## config.mk

```make
export PLATFORM = sky130hd
export DESIGN_NAME = charclass_word_tokenizer_flat
export DESIGN_NICKNAME = d
export VERILOG_FILES = /design/src/rtl/cwt_pkg.sv /design/src/rtl/cwt_if.sv /design/src/rtl/cwt_csr.sv /design/src/rtl/charclass_word_tokenizer.sv /design/src/flat_wrapper.sv
export VERILOG_INCLUDE_DIRS = /design/src /design/src/rtl
export SDC_FILE = /design/constraint.sdc
export NUM_CORES = 1
export LEC_CHECK = 0
export ABC_CLOCK_PERIOD_IN_PS = 12000
export BUFFER_PORTS_ARGS = -buffer_cell sky130_fd_sc_hd__buf_4
export CORE_ASPECT_RATIO = 2
export CORE_MARGIN = 1
export CORE_UTILIZATION = 38
export DETAILED_ROUTE_END_ITERATION = 10
export HOLD_SLACK_MARGIN = 0.12
export PLACE_DENSITY_LB_ADDON = 0.12
export SETUP_SLACK_MARGIN = 0.5
export SYNTH_ARGS = -nofsm -noshare
export SYNTH_HDL_FRONTEND = slang
export SYNTH_SLANG_ARGS = --single-unit
```

## constraint.sdc

```tcl
create_clock -name clock -period 12 [get_ports clock]
set_input_delay 1.8 -clock clock [delete_from_list [all_inputs] [get_ports clock]]
set_output_delay 1.8 -clock clock [all_outputs]
set_load 0.1 [all_outputs]
```

## src/rtl/charclass_word_tokenizer_assert.svh

```systemverilog
// ---------------------------------------------------------------------------
// charclass_word_tokenizer_assert.svh
// Assertion macros shared by the tokenizer RTL. All sample on clock and are
// disabled during reset.
// ---------------------------------------------------------------------------
`ifndef CHARCLASS_WORD_TOKENIZER_ASSERT_SVH
`define CHARCLASS_WORD_TOKENIZER_ASSERT_SVH

// cond must hold at every edge out of reset
`define CWT_ASSERT_ALWAYS(label, cond) \
   label: assert property (@(posedge clock) disable iff (reset) (cond)) \
      else $error("tokenizer invariant violated");

// cons must hold in the same cycle as ante
`define CWT_ASSERT_IMP(label, ante, cons) \
   label: assert property (@(posedge clock) disable iff (reset) (ante) |-> (cons)) \
      else $error("tokenizer implication violated");

// cons must hold in the cycle after ante
`define CWT_ASSERT_NEXT(label, ante, cons) \
   label: assert property (@(posedge clock) disable iff (reset) (ante) |=> (cons)) \
      else $error("tokenizer next-cycle check violated");

`endif

```

## src/rtl/cwt_pkg.sv

```systemverilog
// ---------------------------------------------------------------------------
// cwt_pkg
// Types, constants and the class lookup used by the word tokenizer.
// ---------------------------------------------------------------------------
package cwt_pkg;

   localparam int CLASS_CODES = 128;
   localparam int MAX_WORD    = 4096;
   localparam int LEN_W       = 13;
   localparam int POS_W       = 16;
   localparam int BYTE_W      = 8;
   localparam int CSR_DATA_W  = 64;
   localparam int CSR_IDX_W   = 3;
   localparam int MAP_ROWS    = 4;

   typedef enum logic [1:0] {
      CLS_UNSET  = 2'd0,
      CLS_ALLOW  = 2'd1,
      CLS_SEP    = 2'd2,
      CLS_FORBID = 2'd3
   } class_type;

   typedef enum logic [2:0] {
      ST_WORD     = 3'd0,
      ST_DONE     = 3'd1,
      ST_FORBID   = 3'd2,
      ST_SHORT    = 3'd3,
      ST_LONG     = 3'd4,
      ST_UNTERM   = 3'd5,
      ST_INTERNAL = 3'd6
   } status_type;

   typedef enum logic [CSR_IDX_W-1:0] {
      CSR_CLASS_A    = 3'd0,
      CSR_CLASS_B    = 3'd1,
      CSR_CLASS_C    = 3'd2,
      CSR_CLASS_D    = 3'd3,
      CSR_MIN_LENGTH = 3'd4,
      CSR_MAX_LENGTH = 3'd5,
      CSR_ALLOW_END  = 3'd6
   } csr_index_type;

   typedef struct packed {
      logic [MAP_ROWS-1:0][CSR_DATA_W-1:0] class_map;
      logic [LEN_W-1:0]                    min_length;
      logic [LEN_W-1:0]                    limit;       // effective max word length
      logic                                allow_end_word;
   } cfg_type;

   typedef struct packed {
      logic [POS_W-1:0]  word_start;
      logic [LEN_W-1:0]  word_length;
      status_type        status;
      logic [BYTE_W-1:0] bad_char;
      logic              buffer_end;
   } result_type;

   // 2-bit class of a byte; codes at or above CLASS_CODES are unset
   function automatic class_type class_of(
      input logic [MAP_ROWS-1:0][CSR_DATA_W-1:0] map,
      input logic [BYTE_W-1:0]                   b
   );
      logic [CSR_DATA_W-1:0] row;
      logic [5:0]            sh;
      row = map[b[6:5]];
      sh  = {b[4:0], 1'b0};
      if (b[7]) return CLS_UNSET;
      return class_type'(row[sh +: 2]);
   endfunction

endpackage

```

## src/rtl/cwt_if.sv

```systemverilog
// ---------------------------------------------------------------------------
// cwt_if
// Valid/ready channels of the tokenizer: byte input and result output.
// ---------------------------------------------------------------------------
interface cwt_req_if;
   import cwt_pkg::*;

   logic              valid;
   logic              ready;
   logic [BYTE_W-1:0] byte_value;
   logic              last_byte;

   modport source (output valid, output byte_value, output last_byte, input ready);
   modport sink   (input valid, input byte_value, input last_byte, output ready);
endinterface

interface cwt_rsp_if;
   import cwt_pkg::*;

   logic              valid;
   logic              ready;
   logic [POS_W-1:0]  word_start;
   logic [LEN_W-1:0]  word_length;
   logic [2:0]        status;
   logic [BYTE_W-1:0] bad_char;
   logic              buffer_end;

   modport source (output valid, output word_start, output word_length, output status,
                   output bad_char, output buffer_end, input ready);
   modport sink   (input valid, input word_start, input word_length, input status,
                   input bad_char, input buffer_end, output ready);
endinterface

```

## src/rtl/cwt_csr.sv

```systemverilog
// ---------------------------------------------------------------------------
// cwt_csr
// Configuration registers: class map rows, length bounds, end-of-buffer mode.
// ---------------------------------------------------------------------------
module cwt_csr
   import cwt_pkg::*;
(
   input  logic                  clock,
   input  logic                  reset,
   input  logic                  csr_we,
   input  logic [CSR_IDX_W-1:0]  csr_index,
   input  logic [CSR_DATA_W-1:0] csr_wdata,
   output cfg_type               cfg
);

   logic [MAP_ROWS-1:0][CSR_DATA_W-1:0] class_map_ff;
   logic [LEN_W-1:0]                    min_length_ff;
   logic [LEN_W-1:0]                    max_length_ff;
   logic                                allow_end_ff;

   always_ff @(posedge clock) begin
      if (reset) begin
         class_map_ff  <= '0;
         min_length_ff <= '0;
         max_length_ff <= '0;
         allow_end_ff  <= 1'b0;
      end else if (csr_we) begin
         case (csr_index_type'(csr_index))
            CSR_CLASS_A:    class_map_ff[0] <= csr_wdata;
            CSR_CLASS_B:    class_map_ff[1] <= csr_wdata;
            CSR_CLASS_C:    class_map_ff[2] <= csr_wdata;
            CSR_CLASS_D:    class_map_ff[3] <= csr_wdata;
            CSR_MIN_LENGTH: min_length_ff   <= csr_wdata[LEN_W-1:0];
            CSR_MAX_LENGTH: max_length_ff   <= csr_wdata[LEN_W-1:0];
            CSR_ALLOW_END:  allow_end_ff    <= csr_wdata[0];
            default: ;
         endcase
      end
   end

   // zero or anything above the hard cap means the hard cap
   always_comb begin
      cfg.class_map      = class_map_ff;
      cfg.min_length     = min_length_ff;
      cfg.allow_end_word = allow_end_ff;
      if (max_length_ff == '0 || max_length_ff > LEN_W'(MAX_WORD))
         cfg.limit = LEN_W'(MAX_WORD);
      else
         cfg.limit = max_length_ff;
   end

endmodule

```

## src/rtl/charclass_word_tokenizer.sv

```systemverilog
// ---------------------------------------------------------------------------
// charclass_word_tokenizer
// Splits a byte stream into words by a programmable 2-bit class per code and
// reports each word's start and length, or the error that stops the buffer.
// ---------------------------------------------------------------------------
//  channel | dir | handshake     | payload
//  req_ch  | in  | valid/ready   | byte_value, last_byte
//  rsp_ch  | out | valid/ready   | word_start, word_length, status, bad_char, buffer_end
//  csr_*   | in  | csr_we        | csr_index, csr_wdata
//
//  One byte per cycle sustained unless a result is held on rsp_ch; a byte is
//  registered in the input register, then its result in the result register.
//  Bytes that produce no result pass even while the result register waits.
//  req_ch.ready drops only while a result is held and a new one is pending.
//  reset is synchronous and clears the tokenizer state and the valid flags of both registers.
// ---------------------------------------------------------------------------
`include "charclass_word_tokenizer_assert.svh"

module charclass_word_tokenizer
   import cwt_pkg::*;
(
   input  logic                  clock,
   input  logic                  reset,
   cwt_req_if.sink               req_ch,
   cwt_rsp_if.source             rsp_ch,
   input  logic                  csr_we,
   input  logic [CSR_IDX_W-1:0]  csr_index,
   input  logic [CSR_DATA_W-1:0] csr_wdata
);

   cfg_type cfg;

   cwt_csr u_csr (
      .clock     (clock),
      .reset     (reset),
      .csr_we    (csr_we),
      .csr_index (csr_index),
      .csr_wdata (csr_wdata),
      .cfg       (cfg)
   );

   // input register
   logic              in_valid_ff;
   logic [BYTE_W-1:0] in_byte_ff;
   logic              in_last_ff;

   // tokenizer state
   logic              in_word_ff,    in_word_in;
   logic [LEN_W-1:0]  run_length_ff, run_length_in;
   logic [POS_W-1:0]  run_start_ff,  run_start_in;
   logic [POS_W-1:0]  position_ff,   position_in;
   logic              halted_ff,     halted_in;

   // result register
   logic              out_valid_ff;
   result_type        out_ff;

   result_type        res;
   logic              has_res;
   logic              err;
   logic              proceed;
   class_type         cls;
   logic [LEN_W-1:0]  len_next;
   logic [POS_W-1:0]  start_next;

   assign proceed      = in_valid_ff && (!out_valid_ff || rsp_ch.ready || !has_res);
   assign req_ch.ready = !in_valid_ff || proceed;

   always_comb begin
      in_word_in    = in_word_ff;
      run_length_in = run_length_ff;
      run_start_in  = run_start_ff;
      position_in   = position_ff;
      halted_in     = halted_ff;
      res           = '{word_start: '0, word_length: '0, status: ST_WORD,
                        bad_char: '0, buffer_end: in_last_ff};
      has_res       = 1'b0;
      err           = 1'b0;
      cls           = class_of(cfg.class_map, in_byte_ff);
      len_next      = in_word_ff ? run_length_ff + 1'b1 : LEN_W'(1);
      start_next    = in_word_ff ? run_start_ff : position_ff;

      if (!halted_ff) begin
         position_in = position_ff + 1'b1;
         case (cls)
            CLS_UNSET, CLS_FORBID: begin
               has_res             = 1'b1;
               err                 = 1'b1;
               res.word_start      = in_word_ff ? run_start_ff : position_ff;
               res.word_length     = in_word_ff ? run_length_ff : '0;
               res.status          = (cls == CLS_FORBID) ? ST_FORBID : ST_INTERNAL;
               res.bad_char        = (cls == CLS_FORBID) ? in_byte_ff : '0;
            end
            CLS_SEP: begin
               if (in_word_ff) begin
                  has_res         = 1'b1;
                  res.word_start  = run_start_ff;
                  res.word_length = run_length_ff;
                  if (cfg.min_length != '0 && run_length_ff < cfg.min_length) begin
                     res.status = ST_SHORT;
                     err        = 1'b1;
                  end
                  in_word_in    = 1'b0;
                  run_length_in = '0;
               end else if (in_last_ff) begin
                  has_res    = 1'b1;
                  res.status = ST_DONE;
               end
            end
            CLS_ALLOW: begin
               in_word_in    = 1'b1;
               run_start_in  = start_next;
               run_length_in = len_next;
               res.word_start  = start_next;
               res.word_length = len_next;
               if (len_next > cfg.limit) begin
                  has_res    = 1'b1;
                  err        = 1'b1;
                  res.status = ST_LONG;
               end else if (in_last_ff) begin
                  has_res    = 1'b1;
                  res.status = cfg.allow_end_word ? ST_WORD : ST_UNTERM;
               end
            end
            default: ;
         endcase
         if (err) halted_in = 1'b1;
      end

      // last byte always starts the next buffer from scratch
      if (in_last_ff) begin
         in_word_in    = 1'b0;
         run_length_in = '0;
         run_start_in  = '0;
         position_in   = '0;
         halted_in     = 1'b0;
      end
   end

   always_ff @(posedge clock) begin
      if (reset) begin
         in_valid_ff   <= 1'b0;
         in_word_ff    <= 1'b0;
         run_length_ff <= '0;
         run_start_ff  <= '0;
         position_ff   <= '0;
         halted_ff     <= 1'b0;
         out_valid_ff  <= 1'b0;
      end else begin
         if (req_ch.valid && req_ch.ready) begin
            in_valid_ff <= 1'b1;
            in_byte_ff  <= req_ch.byte_value;
            in_last_ff  <= req_ch.last_byte;
         end else if (proceed) begin
            in_valid_ff <= 1'b0;
         end

         if (proceed) begin
            in_word_ff    <= in_word_in;
            run_length_ff <= run_length_in;
            run_start_ff  <= run_start_in;
            position_ff   <= position_in;
            halted_ff     <= halted_in;
         end

         if (proceed && has_res) begin
            out_valid_ff <= 1'b1;
            out_ff       <= res;
         end else if (rsp_ch.ready) begin
            out_valid_ff <= 1'b0;
         end
      end
   end

   assign rsp_ch.valid       = out_valid_ff;
   assign rsp_ch.word_start  = out_ff.word_start;
   assign rsp_ch.word_length = out_ff.word_length;
   assign rsp_ch.status      = out_ff.status;
   assign rsp_ch.bad_char    = out_ff.bad_char;
   assign rsp_ch.buffer_end  = out_ff.buffer_end;

   // a live word always has at least one byte and never passes the cap
   // (a too-long word stays open at cap + 1 while the buffer is halted)
   `CWT_ASSERT_IMP(a_run_nonzero, in_word_ff && !halted_ff, run_length_ff != '0 && run_length_ff <= cfg.limit)
   // the last byte of a buffer leaves clean state behind
   `CWT_ASSERT_NEXT(a_last_clears, proceed && in_last_ff,
                    !in_word_ff && !halted_ff && position_ff == '0)
   // a completed word result always carries at least one byte
   `CWT_ASSERT_IMP(a_word_len, out_valid_ff && out_ff.status == ST_WORD,
                   out_ff.word_length != '0)
   // a held result is never overwritten while the sink stalls
   `CWT_ASSERT_NEXT(a_no_overwrite, out_valid_ff && !rsp_ch.ready,
                    out_valid_ff && $stable(out_ff))

endmodule

```

## src/flat_wrapper.sv

```systemverilog
// flat-port wrapper written by rule: the top's interface ports become plain ports
module charclass_word_tokenizer_flat import cwt_pkg::*;
  (clock, reset, csr_we, csr_index, csr_wdata, req_ch_valid, req_ch_byte_value, req_ch_last_byte, req_ch_ready, rsp_ch_valid, rsp_ch_word_start, rsp_ch_word_length, rsp_ch_status, rsp_ch_bad_char, rsp_ch_buffer_end, rsp_ch_ready);
  cwt_req_if req_ch_i ();
  cwt_rsp_if rsp_ch_i ();
  input  logic clock;
  input  logic reset;
  input  logic csr_we;
  input  logic [CSR_IDX_W-1:0] csr_index;
  input  logic [CSR_DATA_W-1:0] csr_wdata;
  input wire logic [$bits(req_ch_i.valid)-1:0] req_ch_valid;
  input wire logic [$bits(req_ch_i.byte_value)-1:0] req_ch_byte_value;
  input wire logic [$bits(req_ch_i.last_byte)-1:0] req_ch_last_byte;
  output wire logic [$bits(req_ch_i.ready)-1:0] req_ch_ready;
  output wire logic [$bits(rsp_ch_i.valid)-1:0] rsp_ch_valid;
  output wire logic [$bits(rsp_ch_i.word_start)-1:0] rsp_ch_word_start;
  output wire logic [$bits(rsp_ch_i.word_length)-1:0] rsp_ch_word_length;
  output wire logic [$bits(rsp_ch_i.status)-1:0] rsp_ch_status;
  output wire logic [$bits(rsp_ch_i.bad_char)-1:0] rsp_ch_bad_char;
  output wire logic [$bits(rsp_ch_i.buffer_end)-1:0] rsp_ch_buffer_end;
  input wire logic [$bits(rsp_ch_i.ready)-1:0] rsp_ch_ready;
  assign req_ch_i.valid = req_ch_valid;
  assign req_ch_i.byte_value = req_ch_byte_value;
  assign req_ch_i.last_byte = req_ch_last_byte;
  assign req_ch_ready = req_ch_i.ready;
  assign rsp_ch_valid = rsp_ch_i.valid;
  assign rsp_ch_word_start = rsp_ch_i.word_start;
  assign rsp_ch_word_length = rsp_ch_i.word_length;
  assign rsp_ch_status = rsp_ch_i.status;
  assign rsp_ch_bad_char = rsp_ch_i.bad_char;
  assign rsp_ch_buffer_end = rsp_ch_i.buffer_end;
  assign rsp_ch_i.ready = rsp_ch_ready;
  charclass_word_tokenizer u_core (.clock(clock), .reset(reset), .req_ch(req_ch_i), .rsp_ch(rsp_ch_i), .csr_we(csr_we), .csr_index(csr_index), .csr_wdata(csr_wdata));
endmodule
```

---- Word-level counts from Yosys, hierarchy flattened ----
Index checks and enable logic that the tools add are counted.
cells by class
  bitwise gates (word level) .............. 3
  add/subtract/negate cells ............... 2
  order comparisons ....................... 4
  muxes and demuxes ....................... 47
  shift operators ......................... 1
  reductions and logical operators ........ 34
  equality and inequality tests ........... 11
operators by type and width
  kind                     count
  $bmux W64 S2             1
  $mux W16                 6
  $pmux W32 S3             1
  $mux W13                 6
  $mux W64                 1
  $shiftx A64 B7 Y2        1
  $mux W29                 1
  $pmux W13 S2             1
  $reduce_and A2 Y1        10
  $mux W1                  19
  $add A16 B1 Y16 const B  1
  $mux W3                  5
  $add A13 B1 Y13 const B  1
  $gt A13 B13 Y1           1
  $gt A13 B13 Y1 const B   1
  $logic_not A13 Y1        1
  $lt A13 B13 Y1           1
  $reduce_bool A13 Y1      1
  $eq A3 B3 Y1 const B     3
  $eq A3 B2 Y1 const B     2
  $mux W2                  3
  $pmux W1 S3              2
  $reduce_and A3 Y1        2
  $reduce_bool A2 Y1       3
  17 further kinds         28
storage, ports and cells
  input bits .............................. 81
  word-level logic and storage cells ...... 123
  flip-flop bits (word level) ............. 382

---- Logic depth before layout (Yosys ltp) ----
  word-level depth ........................ 14
  mapped depth ............................ 20

---- By module ----
Synthesis repeated with hierarchy kept, for this count alone.
unflattened totals
  cells, all modules ...................... 1936
  area total of the unflattened synthesis .. 17496.8 sq um
by module, submodules not included
  module                    area each (sq um)  cells each  seq. area each (sq um)  times used
  cwt_csr                   10084.7            1257        5665.4                  1
  charclass_word_tokenizer  7412.1             679         2482.4                  1

---- Worst setup path before layout ----
Ideal clock, no wire load.
  path kind ............................... reg2reg
  from .................................... reg u_core.in_byte_ff[6]
  to ...................................... reg u_core.out_ff (netlist bit u_core.rsp_ch.bad_char[0]), enable pin
  data required time ...................... 11.457 ns
  period minus slack after synthesis ...... 7.628 ns
  cell stages (with the launch flop) ...... 16
  data arrival time ....................... 7.085 ns
  setup slack ............................. 4.372 ns
  buffers on the path ..................... 4
  cell sequence ........................... edfxtp_1 > buf_6 > buf_2 > buf_2 > mux4_2 > mux4_2 > mux2i_1 > a21oi_1 > a22o_1 > ha_1 > and2_1 > buf_2 > o22ai_1 > a211o_1 > nand2_1 > nor4_1
on the way
  longest elaborated chain between the ends .. 13
  elaborated cells between the ends (all ways) .. 16
  classes of those cells .................. eq/ne: 3; shift: 1; mux: 5; reduce/logical: 7
ends and longest elaborated chain
  what                                                     RTL line                         text
  from (decl)                                              charclass_word_tokenizer.sv:44   logic [BYTE_W-1:0] in_byte_ff;
  from (signal assigned)                                   charclass_word_tokenizer.sv:152  in_byte_ff <= req_ch.byte_value;
  $bmux W64 S2 *                                           cwt_pkg.sv:65                    row = map[b[6:5]];
  $mux W64 (implied by the code) *                         cwt_pkg.sv:65
  $shiftx A64 B7 Y2 *                                      cwt_pkg.sv:68                    return class_type'(row[sh +: 2]);
  $mux W2 *                                                cwt_pkg.sv:68
  $eq A2 B2 Y1 / $logic_not A2 Y1 (equally long branches)  charclass_word_tokenizer.sv:85   case (cls)
  $reduce_or A2 Y1                                         charclass_word_tokenizer.sv:85
  $pmux W1 S3 *                                            charclass_word_tokenizer.sv:85
  $mux W1 *                                                charclass_word_tokenizer.sv:83   if (!halted_ff) begin
  $logic_not A1 Y1                                         charclass_word_tokenizer.sv:66   assign proceed = in_valid_ff && (!out_valid_ff || rsp_ch.ready || !has_res);
  $logic_or A1 B1 Y1                                       charclass_word_tokenizer.sv:66
  $logic_and A1 B1 Y1                                      charclass_word_tokenizer.sv:66
  $logic_and A1 B1 Y1 *                                    charclass_word_tokenizer.sv:166  if (proceed && has_res) begin
  $reduce_and A2 Y1 (no line) *                            n/a
  to (signal assigned)                                     charclass_word_tokenizer.sv:168  out_ff <= res;
  to (decl)                                                charclass_word_tokenizer.sv:56   result_type out_ff;
Every way passes the cells marked *; elsewhere a longest branch is shown, timed or not. The select of a mux whose other input is x is not followed.
A chain may end at the register's enable or synchronous reset.

---- Worst setup path after layout ----
  from .................................... reg u_core.in_byte_ff[6]
  to ...................................... out req_ch_ready
on the way
  longest elaborated chain between the ends .. 12
  elaborated cells between the ends (all ways) .. 15
  classes of those cells .................. eq/ne: 3; shift: 1; mux: 5; reduce/logical: 6
ends and longest elaborated chain
  what                                                     RTL line                        text
  $bmux W64 S2 *                                           cwt_pkg.sv:65
  $mux W64 (implied by the code) *                         cwt_pkg.sv:65
  $shiftx A64 B7 Y2 *                                      cwt_pkg.sv:68
  $mux W2 *                                                cwt_pkg.sv:68
  $eq A2 B2 Y1 / $logic_not A2 Y1 (equally long branches)  charclass_word_tokenizer.sv:85
  $reduce_or A2 Y1                                         charclass_word_tokenizer.sv:85
  $pmux W1 S3 *                                            charclass_word_tokenizer.sv:85
  $mux W1 *                                                charclass_word_tokenizer.sv:83
  $logic_not A1 Y1 *                                       charclass_word_tokenizer.sv:66
  $logic_or A1 B1 Y1 *                                     charclass_word_tokenizer.sv:66
  $logic_and A1 B1 Y1 *                                    charclass_word_tokenizer.sv:66
  $logic_or A1 B1 Y1 *                                     charclass_word_tokenizer.sv:67  assign req_ch.ready = !in_valid_ff || proceed;
  to (decl)                                                flat_wrapper.sv:14              output wire logic [$bits(req_ch_i.ready)-1:0] req_ch_ready;
Marks and branches as above.

==> run summary <==
Postcts setup bufs = 0
DIE WIDTH = 151 um
Final cell count without fillers = 2487
Clock Skew = 0.0211 ns
Leakage = 6.77 nW
Area grow syn2layout = 14.5%
RSZ-0062 raised after global routing = no
Max_cap viols = 0
DRT iter0 DRCs = 721
Top-area cell type share of the netlist area = 39.4%
Placed cell count = 2420
Worst-Margin Slew = 1.13 ns
Total CTS buffers = 37
DR pass1 iterations = 6
Max incr delay on CP = 0.64 ns
Chain of cells forming the critical path = buf_4 > buf_4 > mux4_2 > mux4_2 > a211oi_1 > a21oi_1 > a22o_1 > inv_1 > ha_1 > and2_1 > o22ai_1 > a21oi_1 > a31oi_1 > or3b_2 > buf_4
Site row count = 108
Hold Path Class = flop to flop
Critical path's most frequent cell = buf_4
Maximum vdd ir drop = 0.0893 mV
Arrival time worst endpoint = 5.88 ns
Most common cell in the netlist = nand2_1
Setup ws final = 4.32 ns
Critical path startpoint category = flop
Antenna viol nets, final = 0
Clock Sinks = 382
GPL Wtd Cong = 0.825
WL/cell = 19.3 um
Initial core utilization = 38.7%
Clock slew at reported path FFs = 0.06 ns
# resized after CTS = 0
Buffers added on ports = 123
Detailed Place HPWL = 30200 um
Clock tree root buffer cell = clkbuf_16
Worst rel slew slack = 25.0%
Register area share after synthesis = 48.3%
Final setup fails = 0
Via density = 5.37
Area leader, netlist = dfxtp_1
Synth cell types = 51
Met2 usage = 41.1%
Largest net degree at the start of global routing = 107
Avg Inst Size Synth = 9.07 um^2
Number of synthesized flops with an enable pin = 50
Crit path max-delay family = buffers and inverters
Die Height = 300 um
Status = completed
Die ar. = 0.0453 mm^2
CP Max Fanout = 38
Post-synth ARST share = 0%
Final setup TNS = 0 ns
Deepest clock path buffer count = 3
Seq cells post-synth = 382
Met1 Usage GRT = 23.6%
Total number of vias = 13350
Crit path buf inv count = 4
Pwr dens = 140 mW/mm^2
WS Path Type = flop to output pin
Net Count, Synth = 1973
Crit path capture type = output pin
CTS tree = built
Cells after Synth = 1862
Vias in the first global route = 13362
Layout cells sized above 1 = 16.3%
Gr usage total = 21.4%
Ratio of final minimum period to clock period = 64.0%
Post-place setup slack = 4.84 ns
H-tree levels = 2
Syn. warnings = 0
Initial antenna violation count = 0
Gr busiest metal = met2
Final Hold Vio Count = 0
Worst Hold Slack = 0.452 ns
DRC violations left = 0
# nets final = 2020
CP max stage cell = and2_1
F_max = 130 MHz
Crit path time final = 7.68 ns
Largest cells by area after synthesis = dfxtp_1 39%, nand2_1 13%, mux4_2 11%
Core Util, Final = 44.3%
Mapped cell area = 0.0169 mm^2
IO Pins = 124
Ys flop type = dfxtp_1
Crit path required time = 10.20 ns
GR Util met3 = 2.22%
Core area = 0.0436 mm^2
Clock Latency Late Sink = 0.54 ns
Hold buffers post-CTS = 0
Global-route wire length before repair = 74900 um
Fin. max-slew vios = 0
Synth top cells by count = 588 x nand2_1, 332 x dfxtp_1, 302 x a21oi_1
Gr ovfl total = 0
Routed WL = 47900 um
Diode count = 0
-- cells by family (layout without fill, tap and decap cells) --
group	Yosys count	in the layout	synth area share [%]
multiplexers	102	102	12.1
AND/OR/NAND/NOR	773	773	18.9
flip-flops	382	382	48.3
AO/OA/AOI/OAI	394	394	13.3
adder cells (fa/ha/maj)	30	30	2.22
buffers and inverters	157	232	3.96
XOR/XNOR	24	24	1.25
-- power by group --
part	switching, W	leakage (nW)	internal [W]
Clock	0.000507	0.607	0.000676
Combinational	0.000122	2.95	0.0000650
Sequential	0.0000175	3.21	0.00132
-- worst reg2reg max path, cell delays in order, from the launching register on --
cell,delay (ns)
edfxtp_1,0.32
buf_4,0.50
buf_4,0.57
mux4_2,0.59
mux4_2,0.50
a211oi_1,0.25
a21oi_1,0.16
a22o_1,0.32
inv_1,0.07
ha_1,0.19
and2_1,0.64
o22ai_1,0.18
a211o_1,0.36
nand2_1,0.24
nor2_1,0.17
a21oi_1,0.92
a32o_1,0.23
-- registers in the layout, indices dropped and copies added (netlist names), 3 cells and up --
| signal | count |
|---|---|
| u_core.u_csr.cfg | 256 |
| u_core.u_csr.max_length_ff | 13 |
| u_core.run_start_ff | 16 |
| u_core.u_csr.min_length_ff | 13 |
| u_core.position_ff | 16 |
| u_core.rsp_ch.word_start | 16 |
| u_core.rsp_ch.status | 3 |
| u_core.rsp_ch.bad_char | 8 |
| u_core.rsp_ch.word_length | 13 |
| u_core.run_length_ff | 13 |
| u_core.in_byte_ff | 8 |
-- stage by stage --
| step | cell area, um^2 | power, W |
|---|---|---|
| detailed placement | 18100 | 0.00155 |
| global route | 19300 | 0.00280 |
| CTS | 19300 | 0.00274 |
| finish | 19300 | 0.00271 |
| floorplan | 16900 | 0.00147 |
| global placement | 18100 | 0.00155 |
-- final timing paths --
path / endpoint / cells past startpoint / startpoint / slack (ns)
worst max-delay path: req_ch_ready / 15 / u_core.in_byte_ff[6]$_DFFE_PP_ / 4.32
worst min register to register: u_core.u_csr.cfg[59]$_SDFFE_PP0P_ / 2 / u_core.u_csr.cfg[59]$_SDFFE_PP0P_ / 0.45
worst max register to register: u_core.run_length_ff[8]$_SDFFE_PP0P_ / 16 / u_core.in_byte_ff[6]$_DFFE_PP_ / 5.72
worst min-delay path: u_core.u_csr.cfg[59]$_SDFFE_PP0P_ / 2 / u_core.u_csr.cfg[59]$_SDFFE_PP0P_ / 0.45
-- area by class of cell --
class	count	area, um^2
Clock inverter	15	134
Fill cell	4321	24300
Timing Repair Buffer	145	1090
Sequential cell	382	8150
Clock buffer	52	1080
Multi-Input combinational cell	1323	8100
Tap cell	550	688
Inverter	20	75.1
-- layout by cell type (no fill, tap or decap), drive strengths merged, types with 5 or more instances in the layout --
master and n:
a211oi 5, a21o 6, a21oi 304, a22o 18
a22oi 28, a32o 13, and2 22, and3 5
buf 144, clkbuf 53, clkinv 10, dfxtp 332
edfxtp 50, ha 30, inv 22, mux2 16
mux2i 6, mux4 80, nand2 588, nand2b 19
nand3 16, nand4 10, nor2 65, nor2b 14
nor3 8, nor4 14, o21ai 6, xnor2 21
-- routing by layer --
layer | share of wire, % | wire, um | vias to the layer above
li1 | - | - | 6509
met1 | 38 | 18100 | 6459
met2 | 55 | 26600 | 314
met3 | 3.9 | 1860 | 68
met4 | 2.9 | 1380 | 0
met5 | 0 | 0 | -
Note: power is estimated with default switching activity, not from simulation.
